<file path="src/design/dpo_pkg.sv">
// Shared constants, command codes and control structs for the dust pulse occupancy block.
package dpo_pkg;

    localparam int NUM_SAMPLES = 5;

    localparam int NOW_W   = 32;
    localparam int US_W    = 20;
    localparam int WIN_W   = 20;
    localparam int OCC_W   = 32;
    localparam int RATIO_W = 23;
    localparam int R2_W    = 30;
    localparam int R3_W    = 37;
    localparam int MUL_W   = R2_W + RATIO_W;
    localparam int CONC_W  = 43;
    localparam int NUM_W   = 52;
    localparam int DEN_W   = 24;
    localparam int MASS_W  = 24;
    localparam int CNT_W   = $clog2(NUM_SAMPLES + 1);
    localparam int IDX_W   = $clog2(NUM_SAMPLES);
    localparam int PHASE_W = $clog2(NUM_SAMPLES + 1);
    localparam int MEAN_N  = NUM_SAMPLES - 2;
    localparam int SUM_W   = MASS_W + $clog2(MEAN_N + 1);
    localparam int DIVC_W  = $clog2(NUM_W + 1);

    // trimmed mean: multiply by ceil(2^MEAN_K / MEAN_N) and drop MEAN_K bits
    localparam int MEAN_K   = SUM_W + $clog2(MEAN_N);
    localparam int MEAN_RW  = SUM_W + 2;
    localparam int MEAN_P_W = SUM_W + MEAN_RW;

    // mass: 2560000 = 4096 * 625; shift out 12 bits, then reciprocal of 625 in two halves
    localparam int MASS_SHIFT   = 12;
    localparam int MASS_Y_W     = 34;
    localparam int MASS_HALF_W  = 17;
    localparam int MASS_RECIP_W = 33;
    localparam int PART_W       = MASS_HALF_W + MASS_RECIP_W;
    localparam int ACC_W        = PART_W + MASS_HALF_W;
    localparam int MASS_K       = 42;

    localparam logic [WIN_W-1:0]   WIN_RESET   = 20'd30000;
    localparam logic [RATIO_W-1:0] RATIO_MAX   = 23'h7FFFFF;
    localparam logic [MASS_W-1:0]  MASS_MAX    = 24'hFFFFFF;
    localparam logic [DEN_W-1:0]   RATIO_SCALE = 24'd10;
    localparam logic [NUM_W-1:0]   MASS_OFS    = 52'd2392064000;
    localparam logic [NUM_W-1:0]   MASS_SAT    = 52'd42949672960000;
    localparam logic [NUM_W-1:0]   K_DIFF      = 52'd182;
    localparam logic [CONC_W-1:0]  K_CUBE      = 43'd11;
    localparam logic [CONC_W-1:0]  K_SQ        = 43'd38;
    localparam logic [CONC_W-1:0]  K_LIN       = 43'd5200;
    localparam logic [CONC_W-1:0]  C_OFS       = 43'd406323;
    localparam logic [MASS_RECIP_W-1:0] MASS_RECIP = 33'd7036874418;
    localparam logic [MEAN_RW-1:0] MEAN_RECIP =
        MEAN_RW'(((64'd1 << MEAN_K) + 64'(MEAN_N) - 64'd1) / 64'(MEAN_N));

    localparam logic [3:0] OP_NONE       = 4'd0;
    localparam logic [3:0] OP_LOAD       = 4'd1;
    localparam logic [3:0] OP_RATIO_GO   = 4'd2;
    localparam logic [3:0] OP_RATIO_TAKE = 4'd3;
    localparam logic [3:0] OP_SQ         = 4'd4;
    localparam logic [3:0] OP_CUBE       = 4'd5;
    localparam logic [3:0] OP_POLY_A     = 4'd6;
    localparam logic [3:0] OP_POLY_B     = 4'd7;
    localparam logic [3:0] OP_DIFF       = 4'd8;
    localparam logic [3:0] OP_MASS_GO    = 4'd9;
    localparam logic [3:0] OP_MASS_TAKE  = 4'd10;
    localparam logic [3:0] OP_SORT       = 4'd11;
    localparam logic [3:0] OP_MEAN_TAKE  = 4'd13;
    localparam logic [3:0] OP_CLEAR      = 4'd14;
    localparam logic [3:0] OP_OUT        = 4'd15;

    typedef struct packed {
        logic [3:0] op;
        logic       chan;
        logic       phase;
    } cmd_t;

    typedef struct packed {
        logic closed;
        logic div_rdy;
        logic positive;
        logic full;
    } stat_t;

endpackage

</file>
<file path="src/design/dpo_ctrl.sv">
// Sequencer for one request: window test, two curves, mass, sort, mean, result hand-off.
module dpo_ctrl (
    input  logic           aclk,
    input  logic           aresetn,
    input  logic           s_tvalid,
    output logic           s_tready,
    output logic           m_tvalid,
    input  logic           m_tready,
    output logic [1:0]     m_tuser,
    output dpo_pkg::cmd_t  cmd,
    input  dpo_pkg::stat_t stat
);
    import dpo_pkg::*;

    localparam logic [4:0] S_IDLE  = 5'd0;
    localparam logic [4:0] S_CHECK = 5'd1;
    localparam logic [4:0] S_RGO   = 5'd2;
    localparam logic [4:0] S_RWAIT = 5'd3;
    localparam logic [4:0] S_SQ    = 5'd4;
    localparam logic [4:0] S_CUBE  = 5'd5;
    localparam logic [4:0] S_PA    = 5'd6;
    localparam logic [4:0] S_PB    = 5'd7;
    localparam logic [4:0] S_DIFF  = 5'd8;
    localparam logic [4:0] S_MLO   = 5'd9;
    localparam logic [4:0] S_MHI   = 5'd10;
    localparam logic [4:0] S_TEST  = 5'd11;
    localparam logic [4:0] S_SORT  = 5'd12;
    localparam logic [4:0] S_MTAKE = 5'd13;
    localparam logic [4:0] S_MEAN  = 5'd14;
    localparam logic [4:0] S_CLR   = 5'd15;
    localparam logic [4:0] S_FIN   = 5'd16;

    logic [4:0]         state_reg, state_next;
    logic               chan_reg, chan_next;
    logic [PHASE_W-1:0] ph_reg, ph_next;
    logic               closed_reg, closed_next;
    logic               ready_reg, ready_next;
    logic               valid_reg, valid_next;
    logic [1:0]         user_reg, user_next;

    assign s_tready  = (state_reg == S_IDLE);
    assign m_tvalid  = valid_reg;
    assign m_tuser   = user_reg;

    always_comb begin
        state_next  = state_reg;
        chan_next   = chan_reg;
        ph_next     = ph_reg;
        closed_next = closed_reg;
        ready_next  = ready_reg;
        valid_next  = valid_reg;
        user_next   = user_reg;
        cmd.op      = OP_NONE;
        cmd.chan    = chan_reg;
        cmd.phase   = ph_reg[0];
        if (valid_reg && m_tready) begin
            valid_next = 1'b0;
        end
        unique case (state_reg)
            S_IDLE: begin
                if (s_tvalid) begin
                    cmd.op      = OP_LOAD;
                    closed_next = 1'b0;
                    ready_next  = 1'b0;
                    state_next  = S_CHECK;
                end
            end
            S_CHECK: begin
                chan_next = 1'b0;
                if (stat.closed) begin
                    closed_next = 1'b1;
                    state_next  = S_RGO;
                end else begin
                    state_next = S_FIN;
                end
            end
            S_RGO: begin
                cmd.op     = OP_RATIO_GO;
                state_next = S_RWAIT;
            end
            S_RWAIT: begin
                if (stat.div_rdy) begin
                    cmd.op     = OP_RATIO_TAKE;
                    state_next = S_SQ;
                end
            end
            S_SQ: begin
                cmd.op     = OP_SQ;
                state_next = S_CUBE;
            end
            S_CUBE: begin
                cmd.op     = OP_CUBE;
                state_next = S_PA;
            end
            S_PA: begin
                cmd.op     = OP_POLY_A;
                state_next = S_PB;
            end
            S_PB: begin
                cmd.op = OP_POLY_B;
                if (!chan_reg) begin
                    chan_next  = 1'b1;
                    state_next = S_RGO;
                end else begin
                    state_next = S_DIFF;
                end
            end
            S_DIFF: begin
                if (stat.positive) begin
                    cmd.op     = OP_DIFF;
                    ph_next    = '0;
                    state_next = S_MLO;
                end else begin
                    state_next = S_CLR;
                end
            end
            S_MLO: begin
                cmd.op     = OP_MASS_GO;
                ph_next    = ph_reg + 1'b1;
                state_next = S_MHI;
            end
            S_MHI: begin
                cmd.op     = OP_MASS_GO;
                state_next = S_MTAKE;
            end
            S_MTAKE: begin
                cmd.op     = OP_MASS_TAKE;
                state_next = S_TEST;
            end
            S_TEST: begin
                ph_next    = '0;
                state_next = stat.full ? S_SORT : S_CLR;
            end
            S_SORT: begin
                cmd.op  = OP_SORT;
                ph_next = ph_reg + 1'b1;
                if (ph_reg == PHASE_W'(NUM_SAMPLES - 1)) begin
                    state_next = S_MEAN;
                end
            end
            S_MEAN: begin
                cmd.op     = OP_MEAN_TAKE;
                ready_next = 1'b1;
                state_next = S_CLR;
            end
            S_CLR: begin
                cmd.op     = OP_CLEAR;
                state_next = S_FIN;
            end
            S_FIN: begin
                // hold until the output register is free
                if (!valid_reg || m_tready) begin
                    cmd.op     = OP_OUT;
                    valid_next = 1'b1;
                    user_next  = {ready_reg, closed_reg};
                    state_next = S_IDLE;
                end
            end
            default: state_next = S_IDLE;
        endcase
    end

    always_ff @(posedge aclk) begin
        if (!aresetn) begin
            state_reg <= S_IDLE;
            valid_reg <= 1'b0;
        end else begin
            state_reg <= state_next;
            valid_reg <= valid_next;
        end
        chan_reg   <= chan_next;
        ph_reg     <= ph_next;
        closed_reg <= closed_next;
        ready_reg  <= ready_next;
        user_reg   <= user_next;
    end

endmodule

</file>
<file path="config.mk">
export PLATFORM = sky130hd
export DESIGN_NAME = dpo_ctrl
export DESIGN_NICKNAME = d
export VERILOG_FILES = /design/src/design/dpo_pkg.sv /design/src/design/dpo_ctrl.sv
export SDC_FILE = /design/constraint.sdc
export NUM_CORES = 1
export LEC_CHECK = 0
export BUFFER_PORTS_ARGS = -buffer_cell sky130_fd_sc_hd__clkbuf_2
export CAP_MARGIN = 25
export CORE_MARGIN = 4
export CORE_UTILIZATION = 29
export CTS_CLUSTER_DIAMETER = 100
export DETAILED_ROUTE_END_ITERATION = 8
export GPL_TIMING_DRIVEN = 0
export SYNTH_ARGS = -nofsm -noshare
export SYNTH_HDL_FRONTEND = slang
export SYNTH_SLANG_ARGS = --single-unit
</file>
<file path="constraint.sdc">
create_clock -name aclk -period 2.3 [get_ports aclk]
set_input_delay 0.115 -clock aclk [delete_from_list [all_inputs] [get_ports aclk]]
set_output_delay 0.115 -clock aclk [all_outputs]
set_load 0.005 [all_outputs]
</file>
[Word level (Yosys, flattened, before mapping)]
Index checks and enable logic that the tools add are counted.
Cells by class
  add/sub/neg operators: 1
  mux-type cells: 24
  equal/unequal tests: 23
  reduce and logical (&&, ||, !) cells: 15
Operators by type and width (number)
  5-bit case mux with 17 select lines: 1
  4-bit case mux with 14 select lines: 1
  5-bit by 4-bit == test with 1-bit output, second input constant: 8
  5-bit two-way mux: 5
  5-bit by 3-bit == test with 1-bit output, second input constant: 4
  4-bit two-way mux: 3
  2-bit != test, second input constant: 6
  5-bit by 2-bit == test with 1-bit output, second input constant: 2
  3-bit case mux with 3 select lines: 1
  1-bit two-way mux: 6
  3-bit two-way mux: 2
  1-bit case mux with 2 select lines: 3
  2-bit AND reduction: 3
  2-bit nonzero test: 3
  5-bit by 1-bit == test with 1-bit output, second input constant: 1
  5-bit == test, second input constant: 1
  5-bit logical NOT: 1
  2-bit two-way mux: 2
  4-bit AND reduction: 1
  2-bit OR reduction: 2
  3-bit by 1-bit adder with 3-bit output, second input constant: 1
  3-bit == test, second input constant: 1
  3-bit AND reduction: 1
  3-bit nonzero test: 1
  other kinds (3): 3
Word-level totals
  output and inout bits: 10
  input bits: 8
  bits in registers: 14
  word-level logic and storage cells: 70

[Longest topological paths before layout]
  word-level depth: 4
  gate-level depth with buffers: 6
  gate-level depth less buffers: 6

[Worst setup path after synthesis]
Ideal clock, no wire load.
  path kind: register to register
  from: register state_reg[2]
  to: register ready_reg (enable)
  cell stages (with the launch flop): 5
  setup time: 291 ps
  clock period less this slack: 1496 ps
  arrival: 1205 ps
  data required time: 2009 ps
  setup slack: 804 ps
  buffers on the path: 1
  cells stage by stage: dfxtp_1 buf_6 or3_4 nor3_1 a21o_1
On the way
  word-level cells in the longest chain between the ends: 3
  elaborated cells on any way between the ends: 5
  classes of those cells: eq/ne: 2; reduce/logical: 3
RTL lines
  from (decl): line dpo_ctrl.sv:33  | logic [4:0] state_reg, state_next;
  from (signal assigned): line dpo_ctrl.sv:168  | state_reg <= state_next;
  5-bit logical NOT *
  via s_tready: line dpo_ctrl.sv:6  | output logic s_tready,
  2-bit != test (no source line) / 2-bit nonzero test (equally long branches)
  2-bit AND reduction (no source line) *
  to (signal assigned): line dpo_ctrl.sv:174  | ready_reg <= ready_next;
  to (decl): line dpo_ctrl.sv:37  | logic ready_reg, ready_next;
Mark *: on every way through the listed nets, which the timed path passes. The rest lies on a longest branch.
A chain may end at the register's enable or synchronous reset.

==> impl_metrics.env <==
export IMPL_clk_latency_ns=0.28
export IMPL_htree_levels=1
export IMPL_maxCapViolations=0
export IMPL_drc_errors=0
export IMPL_cts_tree="done"
export IMPL_path_cells="buf_2 > nor2_1 > nand2_1 > and3_1 > o32ai_1 > clkbuf_2"
export IMPL_tightest_slew_ns=0.434
export IMPL_relSlewSlack=0.711
export IMPL_cp_arrival_ns=1.86
export IMPL_num_vias=958
export IMPL_cts_sinks=14
export IMPL_r2r_start="state_reg[2]"
export IMPL_nNetsFinal=151
export IMPL_cts_buffers=3
export IMPL_diodes=0
export IMPL_ff2ff_path_depth=4
export IMPL_cp_startpoint="state_reg[1]"
export IMPL_status="finished clean"
export IMPL_ctsResizeCount=0
export IMPL_worst_ep_required_time_ns=2.18
export IMPL_post_cts_buffers=0
export IMPL_area_growth_pct=18.0
export IMPL_timing_rr_end="ph_reg[2]"
export IMPL_startpoint_type="flip-flop"
export IMPL_yosysMostFrequentCell="nor2_1"
export IMPL_synth_edf_count=8
export IMPL_drt_pre_antenna_iters=4
export IMPL_drtAntennaViolNets=0
export IMPL_critPathCaptureType="primary output"
export IMPL_clockRootBuffer="clkbuf_4"
export IMPL_syn_area_per_cell_um2=8.24
export IMPL_synth_top_area_cell="edfxtp_1"
export IMPL_grt_pass1_vias=893
export IMPL_p_leak_nw=0.475
export IMPL_grt_ovfl_total=0
export IMPL_synth_common_cells="nor2_1, o21ai_0, nand2_1, inv_1, edfxtp_1"
export IMPL_port_buffers=17
export IMPL_largest_reg_flops=5
export IMPL_drt_wl_total_um=2450
export IMPL_crit_fanout=10
export IMPL_critPathTopFamily="simple AND/OR/NAND/NOR gates"
export IMPL_fin_tns_setup_ns=0
export IMPL_yosysWarnings=0
export IMPL_synth_seq_area_share=0.367
export IMPL_fill_cells=346
export IMPL_ys_ff_latch=14
export IMPL_r2r_slack_ns=0.65
export IMPL_slew_violations=0
export IMPL_fin_skew_ns=0.00441
export IMPL_die_w_um=66.2
export IMPL_hold_viol=0
export IMPL_die_h_um=66.2
export IMPL_yosysUniqueCellTypes=40
export IMPL_rows=20
export IMPL_initial_core_util=0.311
export IMPL_synthArstFlopShare=0
export IMPL_dp_hpwl_um=1850
export IMPL_power_density_nw_per_um2=506
export IMPL_fin_ws_ns=0.323
export IMPL_via_per_inst=5.21
export IMPL_syn_inst=119
export IMPL_design_core_area_um2=3150
export IMPL_gp_congestion=0.931
export IMPL_setup_viol=0
export IMPL_path_buf_inv=2
export IMPL_ys_flop_type="edfxtp_1"
export IMPL_cts_buffer_depth=2
export IMPL_grt_use_total=0.120
export IMPL_wl_per_cell_um=13.3
export IMPL_final_layout_size_suffix_gt1_frac=0.250
export IMPL_clk_pin_slew_ns=0.08
export IMPL_min_delay_start="aresetn"
export IMPL_fmax_mhz=506
export IMPL_dp_slack_ns=0.679
export IMPL_cp_slowest_cell="dfxtp_1"
export IMPL_synth_fp_nets=129
export IMPL_synth_area_top_cells="edfxtp_1, dfxtp_1, o21ai_0, nor2_1, nand2_1"
export IMPL_grt_first_pass_wirelength_um=4050
export IMPL_rsz0062_at_grt="no"
export IMPL_hold_path_class="in -> reg"
export IMPL_drt_iter0_markers=46
export IMPL_synth_area_um2=981
export IMPL_min_period_over_period=0.860
export IMPL_min_to="state_reg[0]"
export IMPL_period_needed_ns=1.98
export IMPL_worst_path_largest_cell_delay_ns=0.33
export IMPL_whs_path_depth=3
export IMPL_io_pins=18
export IMPL_ir_worst_vdd_uv=157
export IMPL_ctsHoldBuffers=0
export IMPL_yosys_area_top_type_share=0.245
export IMPL_die_area_um2=4380
export IMPL_antenna_found_initial=0
export IMPL_grt_max_degree=11
export IMPL_path_class="reg -> out"
==> layer usage <==
metal  share of wire  track usage  vias to the layer above
li1                -            -                      468
met1            0.43        0.151                      441
met2            0.47        0.192                       42
met3           0.075       0.0170                        7
met4           0.023       0.0711                        0
met5               0            0                        -
==> power by group <==
group / internal, mW / switching, mW
sequential: 0.277 / 0.00547
clock: 0.0964 / 0.0801
combinational: 0.0534 / 0.0732
total: 0.427 / 0.159
==> area by class of cell <==
class / count / area [um^2] / share of cell area
sequential: 14 / 360 / 0.311
clock buffer: 4 / 36.3 / 0.0314
timing repair buffer: 17 / 85.1 / 0.0735
inverter: 10 / 37.5 / 0.0324
buffer: 10 / 60.1 / 0.0519
multi-input combinational: 85 / 523 / 0.452
tap: 44 / 55.1 / 0.0476
==> tightest hold or removal path: stages <==
cell      delay (ns)
clkbuf_2        0.12
nand2_1         0.05
o21ai_0         0.06
==> worst max-delay path by stage <==
stage / end / depth (start not counted)
3_3_place_gp: ph_reg[2] / 4
5_1_grt: cmd[2] / 6
2_1_floorplan: ready_reg / 4
3_5_place_dp: cmd[2] / 6
6_report: cmd[2] / 6
4_1_cts: cmd[2] / 6
==> through the flow <==
| step | util | hold WS (ns) | area, um^2 | instances | power [mW] |
|---|---|---|---|---|---|
| final | 0.367 | 0.0873 | 1160 | 184 | 0.586 |
| after global routing | 0.367 | 0.118 | 1160 | 184 | 0.625 |
| after CTS | 0.367 | 0.0849 | 1160 | 184 | 0.593 |
| after detailed placement | 0.356 | 0.387 | 1120 | 180 | 0.413 |
| after global placement | 0.356 | 0.384 | 1120 | 180 | 0.412 |
| after floorplan | - | 0.224 | 981 | 119 | 0.371 |
==> layout by cell type (no fill, tap or decap), drive strengths merged <==
| cell | n |
|---|---|
| a211oi | 2 |
| a21o | 2 |
| a21oi | 6 |
| a221oi | 1 |
| a222oi | 1 |
| a2bb2oi | 1 |
| a31oi | 2 |
| a41o | 1 |
| and3 | 1 |
| and4 | 1 |
| buf | 9 |
| clkbuf | 22 |
| dfxtp | 6 |
| edfxtp | 8 |
| ha | 2 |
| inv | 10 |
| mux2i | 1 |
| nand2 | 10 |
| nand2b | 2 |
| nand3 | 2 |
| nand4 | 1 |
| nor2 | 13 |
| nor2b | 1 |
| nor3 | 7 |
| nor3b | 2 |
| o211ai | 2 |
| o21a | 2 |
| o21ai | 11 |
| o221ai | 1 |
| o31ai | 1 |
| o32a | 1 |
| o32ai | 1 |
| or2 | 1 |
| or3 | 4 |
| xnor2 | 2 |
==> kinds of logic after synthesis <==
logic type               synth area share
flip-flops                          0.367
XOR/XNOR                           0.0179
AND/OR/NAND/NOR                     0.239
multiplexers                       0.0102
adder cells (fa/ha/maj)            0.0255
buffers and inverters              0.0995
AO/OA/AOI/OAI                       0.241
(Power assumes the default switching activity.)
